### config.mk
export PLATFORM = sky130hd
export DESIGN_NAME = low_voltage_cutoff_controller
export DESIGN_NICKNAME = d
export VERILOG_FILES = /design/src/rtl/lvc_pkg.sv /design/src/rtl/low_voltage_cutoff_controller.sv /design/src/rtl/lvc_cfg_regs.sv /design/src/rtl/lvc_core.sv
export SDC_FILE = /design/constraint.sdc
export NUM_CORES = 1
export LEC_CHECK = 0
export BUFFER_PORTS_ARGS = -buffer_cell sky130_fd_sc_hd__buf_2
export CORE_ASPECT_RATIO = 0.8
export CORE_MARGIN = 10
export CORE_UTILIZATION = 25
export DETAILED_ROUTE_END_ITERATION = 10
export PLACE_DENSITY = 0.4
export SYNTH_ARGS = -nofsm -noshare
export SYNTH_HDL_FRONTEND = slang
export SYNTH_SLANG_ARGS = --single-unit
### constraint.sdc
create_clock -name clk -period 4.9 [get_ports clk]
set_input_delay 0.49 -clock clk [delete_from_list [all_inputs] [get_ports clk]]
set_output_delay 0.49 -clock clk [all_outputs]
set_load 0.03 [all_outputs]
### src/rtl/lvc_pkg.sv
// Shared types and constants for the low voltage cutoff controller.
package lvc_pkg;

  localparam int unsigned SAMPLE_W = 10;
  localparam int unsigned MODE_W   = 2;
  localparam int unsigned CFG_IDX_W = 2;

  localparam logic [MODE_W-1:0] MODE_ON    = 2'd0;
  localparam logic [MODE_W-1:0] MODE_OFF   = 2'd1;
  localparam logic [MODE_W-1:0] MODE_SLEEP = 2'd2;

  localparam logic [CFG_IDX_W-1:0] REG_CUTOFF  = 2'd0;
  localparam logic [CFG_IDX_W-1:0] REG_LOW     = 2'd1;
  localparam logic [CFG_IDX_W-1:0] REG_RECOVER = 2'd2;

  localparam logic [SAMPLE_W-1:0] CUTOFF_RST  = 10'd736;
  localparam logic [SAMPLE_W-1:0] LOW_RST     = 10'd791;
  localparam logic [SAMPLE_W-1:0] RECOVER_RST = 10'd886;

  typedef logic [SAMPLE_W-1:0] level_t;

  typedef struct packed {
    level_t cutoff;
    level_t low;
    level_t recover;
  } levels_t;

  typedef struct packed {
    logic              load_enable;
    logic              green_led;
    logic              red_led;
    logic [MODE_W-1:0] mode;
    logic              window_done;
  } result_t;

endpackage

### src/rtl/low_voltage_cutoff_controller.sv
// Top level: input register, controller core, result register and level registers.
//
//  channel | direction | signals
//  in      | input     | in_valid, in_ready, in_operation, in_sample
//  out     | output    | out_valid, out_ready, out_load_enable, out_green_led,
//          |           | out_red_led, out_mode, out_window_done
//  cfg     | input     | cfg_valid, cfg_ready, cfg_index, cfg_data
//
// One transaction per cycle sustained while out_ready is high; each result is presented after its
// input transaction passes through the input register and then the result register.
// The state update sits between the input and result registers, so each item sees
// the state left by the one before it.
// Synchronous active-low reset restores the levels and on mode; no clearing pass.
// A stalled result holds the input register; in_ready drops only when both are full.
module low_voltage_cutoff_controller #(
  parameter int unsigned OVERSAMPLE_LOG2 = 3
) (
  input  logic                             clk,
  input  logic                             rst_n,
  input  logic                             in_valid,
  output logic                             in_ready,
  input  logic                             in_operation,
  input  logic [lvc_pkg::SAMPLE_W-1:0]     in_sample,
  output logic                             out_valid,
  input  logic                             out_ready,
  output logic                             out_load_enable,
  output logic                             out_green_led,
  output logic                             out_red_led,
  output logic [lvc_pkg::MODE_W-1:0]       out_mode,
  output logic                             out_window_done,
  input  logic                             cfg_valid,
  output logic                             cfg_ready,
  input  logic [lvc_pkg::CFG_IDX_W-1:0]    cfg_index,
  input  logic [lvc_pkg::SAMPLE_W-1:0]     cfg_data
);

  logic                         in_valid_r;
  logic                         in_op_r;
  logic [lvc_pkg::SAMPLE_W-1:0] in_sample_r;
  logic                         out_valid_r;
  lvc_pkg::result_t             res_r;
  lvc_pkg::result_t             res;
  lvc_pkg::levels_t             levels;
  logic                         advance;

  assign advance  = in_valid_r && (!out_valid_r || out_ready);
  assign in_ready = !in_valid_r || advance;

  always_ff @(posedge clk) begin
    if (!rst_n) begin
      in_valid_r <= 1'b0;
    end else if (in_ready) begin
      in_valid_r <= in_valid;
    end
  end

  always_ff @(posedge clk) begin
    if (in_valid && in_ready) begin
      in_op_r     <= in_operation;
      in_sample_r <= in_sample;
    end
  end

  always_ff @(posedge clk) begin
    if (!rst_n) begin
      out_valid_r <= 1'b0;
    end else if (advance) begin
      out_valid_r <= 1'b1;
    end else if (out_ready) begin
      out_valid_r <= 1'b0;
    end
  end

  always_ff @(posedge clk) begin
    if (advance) begin
      res_r <= res;
    end
  end

  lvc_cfg_regs u_cfg (
    .clk       (clk),
    .rst_n     (rst_n),
    .cfg_valid (cfg_valid),
    .cfg_ready (cfg_ready),
    .cfg_index (cfg_index),
    .cfg_data  (cfg_data),
    .levels    (levels)
  );

  lvc_core #(
    .OVERSAMPLE_LOG2 (OVERSAMPLE_LOG2)
  ) u_core (
    .clk    (clk),
    .rst_n  (rst_n),
    .step   (advance),
    .op     (in_op_r),
    .sample (in_sample_r),
    .levels (levels),
    .result (res)
  );

  assign out_valid       = out_valid_r;
  assign out_load_enable = res_r.load_enable;
  assign out_green_led   = res_r.green_led;
  assign out_red_led     = res_r.red_led;
  assign out_mode        = res_r.mode;
  assign out_window_done = res_r.window_done;

endmodule

### src/rtl/lvc_cfg_regs.sv
// Threshold level registers written through the configuration channel.
module lvc_cfg_regs (
  input  logic                             clk,
  input  logic                             rst_n,
  input  logic                             cfg_valid,
  output logic                             cfg_ready,
  input  logic [lvc_pkg::CFG_IDX_W-1:0]    cfg_index,
  input  logic [lvc_pkg::SAMPLE_W-1:0]     cfg_data,
  output lvc_pkg::levels_t                 levels
);

  lvc_pkg::levels_t levels_r;

  assign cfg_ready = 1'b1;
  assign levels    = levels_r;

  always_ff @(posedge clk) begin
    if (!rst_n) begin
      levels_r.cutoff  <= lvc_pkg::CUTOFF_RST;
      levels_r.low     <= lvc_pkg::LOW_RST;
      levels_r.recover <= lvc_pkg::RECOVER_RST;
    end else if (cfg_valid && cfg_ready) begin
      case (cfg_index)
        lvc_pkg::REG_CUTOFF:  levels_r.cutoff  <= cfg_data;
        lvc_pkg::REG_LOW:     levels_r.low     <= cfg_data;
        lvc_pkg::REG_RECOVER: levels_r.recover <= cfg_data;
        default: begin
        end
      endcase
    end
  end

endmodule

### src/rtl/lvc_core.sv
// Window averaging and on/off/sleep state machine with its state registers.
module lvc_core #(
  parameter int unsigned OVERSAMPLE_LOG2 = 3
) (
  input  logic                          clk,
  input  logic                          rst_n,
  input  logic                          step,
  input  logic                          op,
  input  logic [lvc_pkg::SAMPLE_W-1:0]  sample,
  input  lvc_pkg::levels_t              levels,
  output lvc_pkg::result_t              result
);

  localparam int unsigned ACC_W = lvc_pkg::SAMPLE_W + OVERSAMPLE_LOG2;
  localparam int unsigned CNT_W = OVERSAMPLE_LOG2 + 1;
  localparam logic [CNT_W-1:0] WIN = CNT_W'(1) << OVERSAMPLE_LOG2;

  logic [lvc_pkg::MODE_W-1:0] mode_r, mode_nxt;
  logic                       flag_r, flag_nxt;
  logic                       green_r, green_nxt;
  logic                       red_r, red_nxt;
  logic                       load_r, load_nxt;
  logic [ACC_W-1:0]           acc_r, acc_nxt;
  logic [CNT_W-1:0]           cnt_r, cnt_nxt;
  logic                       done;
  logic                       awake;
  logic [ACC_W-1:0]           sum;
  logic [CNT_W-1:0]           cnt_inc;
  logic [lvc_pkg::SAMPLE_W-1:0] avg;

  assign awake   = (mode_r == lvc_pkg::MODE_ON) || (mode_r == lvc_pkg::MODE_OFF);
  assign sum     = acc_r + ACC_W'(sample);
  assign cnt_inc = cnt_r + CNT_W'(1);
  assign avg     = sum[ACC_W-1:OVERSAMPLE_LOG2];

  always_comb begin
    mode_nxt  = mode_r;
    flag_nxt  = flag_r;
    green_nxt = green_r;
    red_nxt   = red_r;
    load_nxt  = load_r;
    acc_nxt   = acc_r;
    cnt_nxt   = cnt_r;
    done      = 1'b0;
    if (op) begin
      acc_nxt = '0;
      cnt_nxt = '0;
      if (awake) begin
        mode_nxt  = lvc_pkg::MODE_SLEEP;
        green_nxt = 1'b0;
        red_nxt   = 1'b0;
        load_nxt  = 1'b0;
      end else if (flag_r) begin
        mode_nxt  = lvc_pkg::MODE_OFF;
        green_nxt = 1'b0;
        red_nxt   = 1'b1;
        load_nxt  = 1'b0;
      end else begin
        mode_nxt  = lvc_pkg::MODE_ON;
        green_nxt = 1'b1;
        red_nxt   = 1'b0;
        load_nxt  = 1'b1;
      end
    end else if (awake) begin
      if (cnt_inc == WIN) begin
        acc_nxt = '0;
        cnt_nxt = '0;
        done    = 1'b1;
        if (mode_r == lvc_pkg::MODE_ON) begin
          if (avg < levels.cutoff) begin
            flag_nxt  = 1'b1;
            mode_nxt  = lvc_pkg::MODE_OFF;
            green_nxt = 1'b0;
            red_nxt   = 1'b1;
            load_nxt  = 1'b0;
          end else if (avg < levels.low) begin
            red_nxt = 1'b1;
          end
        end else if (avg > levels.recover) begin
          flag_nxt  = 1'b0;
          mode_nxt  = lvc_pkg::MODE_ON;
          green_nxt = 1'b1;
          red_nxt   = 1'b0;
          load_nxt  = 1'b1;
        end
      end else begin
        acc_nxt = sum;
        cnt_nxt = cnt_inc;
      end
    end
  end

  always_ff @(posedge clk) begin
    if (!rst_n) begin
      mode_r  <= lvc_pkg::MODE_ON;
      flag_r  <= 1'b0;
      green_r <= 1'b1;
      red_r   <= 1'b0;
      load_r  <= 1'b1;
      acc_r   <= '0;
      cnt_r   <= '0;
    end else if (step) begin
      mode_r  <= mode_nxt;
      flag_r  <= flag_nxt;
      green_r <= green_nxt;
      red_r   <= red_nxt;
      load_r  <= load_nxt;
      acc_r   <= acc_nxt;
      cnt_r   <= cnt_nxt;
    end
  end

  assign result.load_enable = load_nxt;
  assign result.green_led   = green_nxt;
  assign result.red_led     = red_nxt;
  assign result.mode        = mode_nxt;
  assign result.window_done = done;

  // load and green track each other and only while on
  a_load_on: assert property (@(posedge clk) disable iff (!rst_n)
    load_r |-> (mode_r == lvc_pkg::MODE_ON && green_r))
    else $error("load enabled outside on mode");

  a_off_flag: assert property (@(posedge clk) disable iff (!rst_n)
    (mode_r == lvc_pkg::MODE_OFF) |-> (flag_r && red_r && !load_r))
    else $error("off mode without cutoff flag");

  a_win_cnt: assert property (@(posedge clk) disable iff (!rst_n)
    (cnt_r < WIN) && (mode_r != lvc_pkg::MODE_SLEEP || cnt_r == '0))
    else $error("window count out of range");

  a_sleep_dark: assert property (@(posedge clk) disable iff (!rst_n)
    (step && op && awake) |=> (mode_r == lvc_pkg::MODE_SLEEP && !red_r && !green_r))
    else $error("sleep entry left outputs lit");

endmodule

==> results.yml, run 1 <==
drt:
  drt_pass1_iterations: 5
  via_per_inst: 4.61
  detailedRoute.firstIterationViolations: 170
  num_vias: 3238
  drc: 0
  detail-route-antenna-nets: 0
  routed_wirelength_um: 10900
  route.detailed.wl_per_inst_um: 15.6
global_route:
  grt_pass1_wl_um: 17600
  first_global_vias: 3275
  antenna_violations_before_repair: 0
  global_route.overflow_total: 0
  grtUsageTotal_pct: 10.3
  largest_net_degree_at_the_start_of_global_routing: 34
timing:
  max_slew.worst_pin.slew_ns: 0.935
  setup_viol: 0
  achievable-frequency_ghz: 0.235
  finalClockSkew_ns: 0.00386
  grt_setup_unrepaired: "false"
  post-route-period-util_pct: 87.0
  relSlewSlack_pct: 37.7
  tns_ns: 0
  post-route-min-period_ns: 4.26
  slew_viol_final: 0
  final-hold-violation-count: 0
clock_network:
  gates_resized_cts_repair: 0
  post-cts-setup-buffers: 0
  clock_sinks: 72
  max-clock-path-buffers: 2
  worst_path_clk_slew_ns: 0.06
  clock-root-buffer: "sky130_fd_sc_hd__clkbuf_16"
  cts_hold_repair.buffers: 0
  cts_buffers: 9
  htree_levels: 3
  clock_insertion_delay_worst_skew_ns: 0.34
  clock_tree_from_tritoncts: "built"
worst_setup_path:
  timing.critical_path.arrival_ns: 4.46
  crit_path_max_fanout: 4
  worstSetupEndpointType: "flip-flop"
  critical_path_launch_point_type: "flip-flop"
  cp_data_required_time_ns: 5.10
  timing_worst_setup_path_type: "flip-flop to flip-flop"
logic_synthesis:
  ys_seq_elements: 72
  yosys_most_used_dff: "sky130_fd_sc_hd__dfxtp_1"
  ys_async_sr_fraction_pct: 0
  yosysWarnings: 0
  yosys.cell_types.count: 58
  syn_area_sq_um: 4070
  avgSynthCellArea_sq_um: 8.99
  synthesis.instances: 453
  synth_fp_nets: 522
  ys_seq_area_share_pct: 39.6
  synth_enable_flop_cells: 17
floorplanning:
  fp.dieH_um: 134
  coreArea_sq_um: 15900
  io_pins: 37
  initial_standard_cell_utilization_of_the_core_pct: 25.7
  floorplan.die_area_sq_um: 21800
  chipWidth_um: 163
  floorplan.rows: 41
hold_path:
  hold_path.class: "input pin to flip-flop"
cells_and_area:
  regArea_sq_um: 1610
  n_antenna_cell: 0
  area_overhead_vs_synth_pct: 17.7
  layout.cells.most_common: "sky130_fd_sc_hd__nand2_1"
  final_nets: 552
  finish.utilization_pct: 30.2
  post_route_cells_drive_above_1_share_pct: 12.7
  footprint_of_the_multi_input_gates_sq_um: 2250
  most_frequent_cells_in_the_layout: "sky130_fd_sc_hd__nand2_1, sky130_fd_sc_hd__dfxtp_1, sky130_fd_sc_hd__a21oi_1"
  fill_cells: 1681
placement:
  place.port_buffers: 35
  detailedPlacementHpwl_um: 8190
  place_congestion: 0.797
power:
  total_power_after_layout_uw: 1610
  leakagePower_uw: 0.00204
  vdd_ir_drop_max_mv: 0.153
  power_density_nw_per_um2: 335
run_status:
  status: "completed"
flow_run:
  number_of_max_cap_violations: 0
-- registers in the layout, summed over array words and instances (netlist names) --
signal	flops
u_core.load_r	1
out_valid	1
out_load_enable	1
in_valid_r	1
u_core.green_r	1
u_core.mode_r	2
u_core.red_r	1
out_mode	2
in_op_r	1
out_red_led	1
u_core.acc_r	13
u_core.flag_r	1
out_window_done	1
u_cfg.levels	30
u_core.cnt_r	4
in_sample_r	10
out_green_led	1
-- metrics by stage --
step | cells | setup WS, ns | cell area [sq um] | hold WS, ns
final | 703 | 0.636 | 4790 | 0.323
after global routing | 703 | 0.401 | 4790 | 0.309
after CTS | 703 | 0.652 | 4790 | 0.313
after detailed placement | 687 | 0.663 | 4460 | 0.447
after global placement | 687 | 0.781 | 4460 | 0.444
after floorplan | 453 | 1.12 | 4070 | 0.433
-- critical path, cell delays in order, from the launching register on --
cell and delay (ns):
sky130_fd_sc_hd__edfxtp_1 0.38, sky130_fd_sc_hd__ha_1 0.24, sky130_fd_sc_hd__fa_1 0.42, sky130_fd_sc_hd__a211oi_1 0.32
sky130_fd_sc_hd__o21ai_1 0.16, sky130_fd_sc_hd__a211o_1 0.34, sky130_fd_sc_hd__a21oi_1 0.23, sky130_fd_sc_hd__xnor2_1 0.23
sky130_fd_sc_hd__ha_1 0.31, sky130_fd_sc_hd__a21o_1 0.18, sky130_fd_sc_hd__a21o_1 0.18, sky130_fd_sc_hd__a221o_1 0.38
sky130_fd_sc_hd__o41ai_4 0.45, sky130_fd_sc_hd__and4_1 0.27, sky130_fd_sc_hd__a31oi_1 0.04
-- cells in the mapped netlist, drive strengths merged (7+ instances only) --
cell type  number  area share [%]
a21o           13             2.4
a21oi          42             5.2
a22oi           7             1.3
clkbuf         13             1.2
dfxtp          55              27
edfxtp         17              13
ha             40              12
inv            37             3.4
nand2          60             5.5
nand3           8            0.98
nand3b          8             1.5
nor2           28             2.6
o211ai         20             3.7
o21ai          13             1.7
xnor2           8             1.7
-- area by class of cell --
| type | count | area share, % |
|---|---|---|
| clock buffers | 10 | 4.78 |
| multi-input cells | 326 | 46.9 |
| flip-flops and latches | 72 | 33.6 |
| repair buffers | 37 | 3.97 |
| clock inverters | 6 | 2.25 |
| well taps | 215 | 5.61 |
| inverters | 37 | 2.90 |
-- report_power, final --
group	switching, uW	internal, uW
Sequential	15.0	635
Clock	262	496
Combinational	126	72.7
-- worst paths after layout --
check                                      from                             to  slack, ns  cells after the start
hold / removal                     in_sample[6]       in_sample_r[6]$_DFFE_PP_       0.32                      1
hold reg to reg   u_cfg.levels[21]$_SDFFE_PN0P_  u_cfg.levels[21]$_SDFFE_PN0P_       0.45                      2
setup reg to reg       in_sample_r[0]$_DFFE_PP_    u_core.green_r$_SDFFE_PN1P_       0.64                     14
setup / recovery       in_sample_r[0]$_DFFE_PP_    u_core.green_r$_SDFFE_PN1P_       0.64                     14
-- logic make-up after synthesis --
family | count (synthesis) | share of synthesized area [%]
simple gates | 144 | 17.9
other cells | 1 | 0.0921
xor+xnor | 12 | 2.58
buf+inv | 55 | 5.25
mux | 2 | 0.492
compound gates | 126 | 21.3
flops | 72 | 39.6
fa+ha+maj | 41 | 12.8
-- metal layers --
metal  vias up  routed length (um)  GRT usage [%]
li1       1686                   -              -
met1      1480                5760           14.0
met2        62                4630           15.4
met3        10                 433           2.60
met4         0                 117           3.30
met5         -                   0              0
(Power assumes the default switching activity.)
==> run 2: changes to the inputs <==
--- a/config.mk
+++ b/config.mk
@@ -10,7 +10,7 @@
 export CORE_MARGIN = 10
 export CORE_UTILIZATION = 25
 export DETAILED_ROUTE_END_ITERATION = 10
-export PLACE_DENSITY = 0.4
+export PLACE_DENSITY = 0.42
 export SYNTH_ARGS = -nofsm -noshare
 export SYNTH_HDL_FRONTEND = slang
 export SYNTH_SLANG_ARGS = --single-unit
==> constraint.sdc (replaced) <==
create_clock -name clk -period 3.87 [get_ports clk]
set_input_delay 0.387 -clock clk [delete_from_list [all_inputs] [get_ports clk]]
set_output_delay 0.387 -clock clk [all_outputs]
set_load 0.03 [all_outputs]
==> results.yml, run 2 (same netlist as run 1, synthesis figures left out) <==
run_status:
  status: "finished, violations left"
  failed_checks: "setup timing"
clock_network:
  clock_tree_from_tritoncts: "built"
  cts_hold_repair.buffers: 0
  worst_path_clk_slew_ns: 0.06
  cts_buffers: 9
  clock_insertion_delay_worst_skew_ns: 0.34
  htree_levels: 3
  clock_sinks: 72
  clock-root-buffer: "sky130_fd_sc_hd__clkbuf_16"
  max-clock-path-buffers: 2
timing:
  final.hold.worst_slack_ns: 0.218
  final-hold-violation-count: 0
  fin_ws_ns: -0.0258
  grt_setup_unrepaired: "true"
  post-route-min-period_ns: 3.90
  tns_ns: -0.0258
  finalClockSkew_ns: 0.00579
  achievable-frequency_ghz: 0.257
  relSlewSlack_pct: 41.4
  max_slew.worst_pin.slew_ns: 0.878
  post-route-period-util_pct: 101
  setup_viol: 1
  slew_viol_final: 0
global_route:
  grtUsageTotal_pct: 10.3
  first_global_vias: 3316
  largest_net_degree_at_the_start_of_global_routing: 29
  grt_pass1_wl_um: 17700
  global_route.overflow_total: 0
  antenna_violations_before_repair: 0
placement:
  placement.cell_area_sq_um: 4570
  detailedPlacementHpwl_um: 8170
  post-place-cells: 702
  place_congestion: 0.816
  place.port_buffers: 35
worst_setup_path:
  critPathSlowestCell: "sky130_fd_sc_hd__o41ai_4"
  reg2regPathDepth: 15
  timing.critical_path.arrival_ns: 4.09
  reg2reg_from: "in_sample_r[0]$_DFFE_PP_"
  cp_num_buf_inv: 1
  timing_worst_setup_path_type: "flip-flop to flip-flop"
  worstSetupEndpointType: "flip-flop"
  crit_path_max_fanout: 4
  worst_path_dominant_cell_family: "compound AO/OA/AOI/OAI gates"
  worst_reg2reg_endpoint: "out_mode[0]$_DFFE_PP_"
  critical_path_launch_point_type: "flip-flop"
  cp.depth: 15
  timing.critical_path.slowest_cell_delay_ns: 0.45
  chain_of_cells_forming_the_critical_path: "ha_2 > fa_2 > a211oi_2 > o21ai_2 > a211o_1 > a21oi_2 > xnor2_2 > ha_1 > a21o_1 > a21o_1 > a221o_1 > o41ai_4 > buf_4 > a21oi_2 > nor2_1"
  cp_data_required_time_ns: 4.07
  reg2reg_slack_ns: -0.03
power:
  power_density_nw_per_um2: 423
  vdd_ir_drop_max_mv: 0.188
  total_power_after_layout_uw: 2130
  leakagePower_uw: 0.00216
cells_and_area:
  layout.cells.most_common: "sky130_fd_sc_hd__nand2_1"
  largest_register_ffs: 30
  n_antenna_cell: 0
  most_frequent_cells_in_the_layout: "sky130_fd_sc_hd__nand2_1, sky130_fd_sc_hd__dfxtp_1, sky130_fd_sc_hd__ha_1"
  post_route_cells_drive_above_1_share_pct: 18.8
  area_overhead_vs_synth_pct: 23.5
  final_nets: 570
  final_cell_count_no_fill: 721
  postLayoutCellArea_sq_um: 5030
drt:
  dr_wl_met3_um: 370
  detailedRoute.firstIterationViolations: 161
  route.top_layer_used: "met4"
  dr_wl_met2_um: 4820
  routedLengthMet1_um: 5580
  drc: 0
  num_vias: 3328
  route.detailed.wl_per_inst_um: 15.1
  drt_pass1_iterations: 5
  detail-route-antenna-nets: 0
  via_per_inst: 4.62
  routed_wirelength_um: 10900
floorplanning:
  io_pins: 37
  floorplan.rows: 41
  coreArea_sq_um: 15900
  chipWidth_um: 163
  floorplan.die_area_sq_um: 21800
  fp.dieH_um: 134
  initial_standard_cell_utilization_of_the_core_pct: 25.7
hold_path:
  hp-start: "in_sample[1]"
  whs_endpoint: "in_sample_r[1]$_DFFE_PP_"
  hold_path.class: "input pin to flip-flop"
  holdPathStages: 1
flow_run:
  number_of_max_cap_violations: 0
-- run 2: cell types whose count changed in the layout (fill, tap and decap cells not counted), sizes merged --
cell | before | now
bufinv | 3 | 4
clkinv | 2 | 1
clkinvlp | 1 | 2
buf | 37 | 55
clkbuf | 10 | 9
-- run 2: per-layer routing --
layer  vias up  global-route usage [%]
met5         -                       0
met4         0                    3.90
met3         7                    2.81
met2        49                    15.4
met1      1553                    13.6
li1       1719                       -
-- run 2: worst max-delay path by stage --
stage	start	end	slack [ns]
4_1_cts	in_sample_r[0]$_DFFE_PP_	u_core.green_r$_SDFFE_PN1P_	0.04
5_1_grt	in_sample_r[0]$_DFFE_PP_	out_mode[0]$_DFFE_PP_	-0.20
3_3_place_gp	in_sample_r[0]$_DFFE_PP_	u_core.load_r$_SDFFE_PN1P_	-0.14
6_report	in_sample_r[0]$_DFFE_PP_	out_mode[0]$_DFFE_PP_	-0.03
3_5_place_dp	in_sample_r[0]$_DFFE_PP_	u_core.green_r$_SDFFE_PN1P_	-0.16
2_1_floorplan	in_sample_r[0]$_DFFE_PP_	u_core.green_r$_SDFFE_PN1P_	0.09
-- run 2: where the power goes --
group | internal [uW] | switching, uW
clock | 696 | 342
sequential | 804 | 19.4
combinational | 103 | 161
-- run 2: final cells by class --
class | instances | area, sq um
Timing Repair Buffer | 55 | 325
Clock buffer | 9 | 225
Tap cell | 215 | 269
Fill cell | 1635 | 10800
Sequential cell | 72 | 1610
Multi-Input combinational cell | 326 | 2310
Clock inverter | 7 | 144
Inverter | 37 | 139
-- run 2: timing repair --
item,in CTS,in global routing
pin swaps,1,14
gates cloned,0,0
setup buffers,0,3
resized for setup,2,12
endpoints found under the setup margin,5,9
-- run 2: through the flow --
stage	setup slack (ns)	utilization, %
after floorplan	0.0919	-
after global placement	-0.138	28.8
after detailed placement	-0.162	28.8
after CTS	0.0445	31.2
after global routing	-0.195	31.7
final	-0.0258	31.7
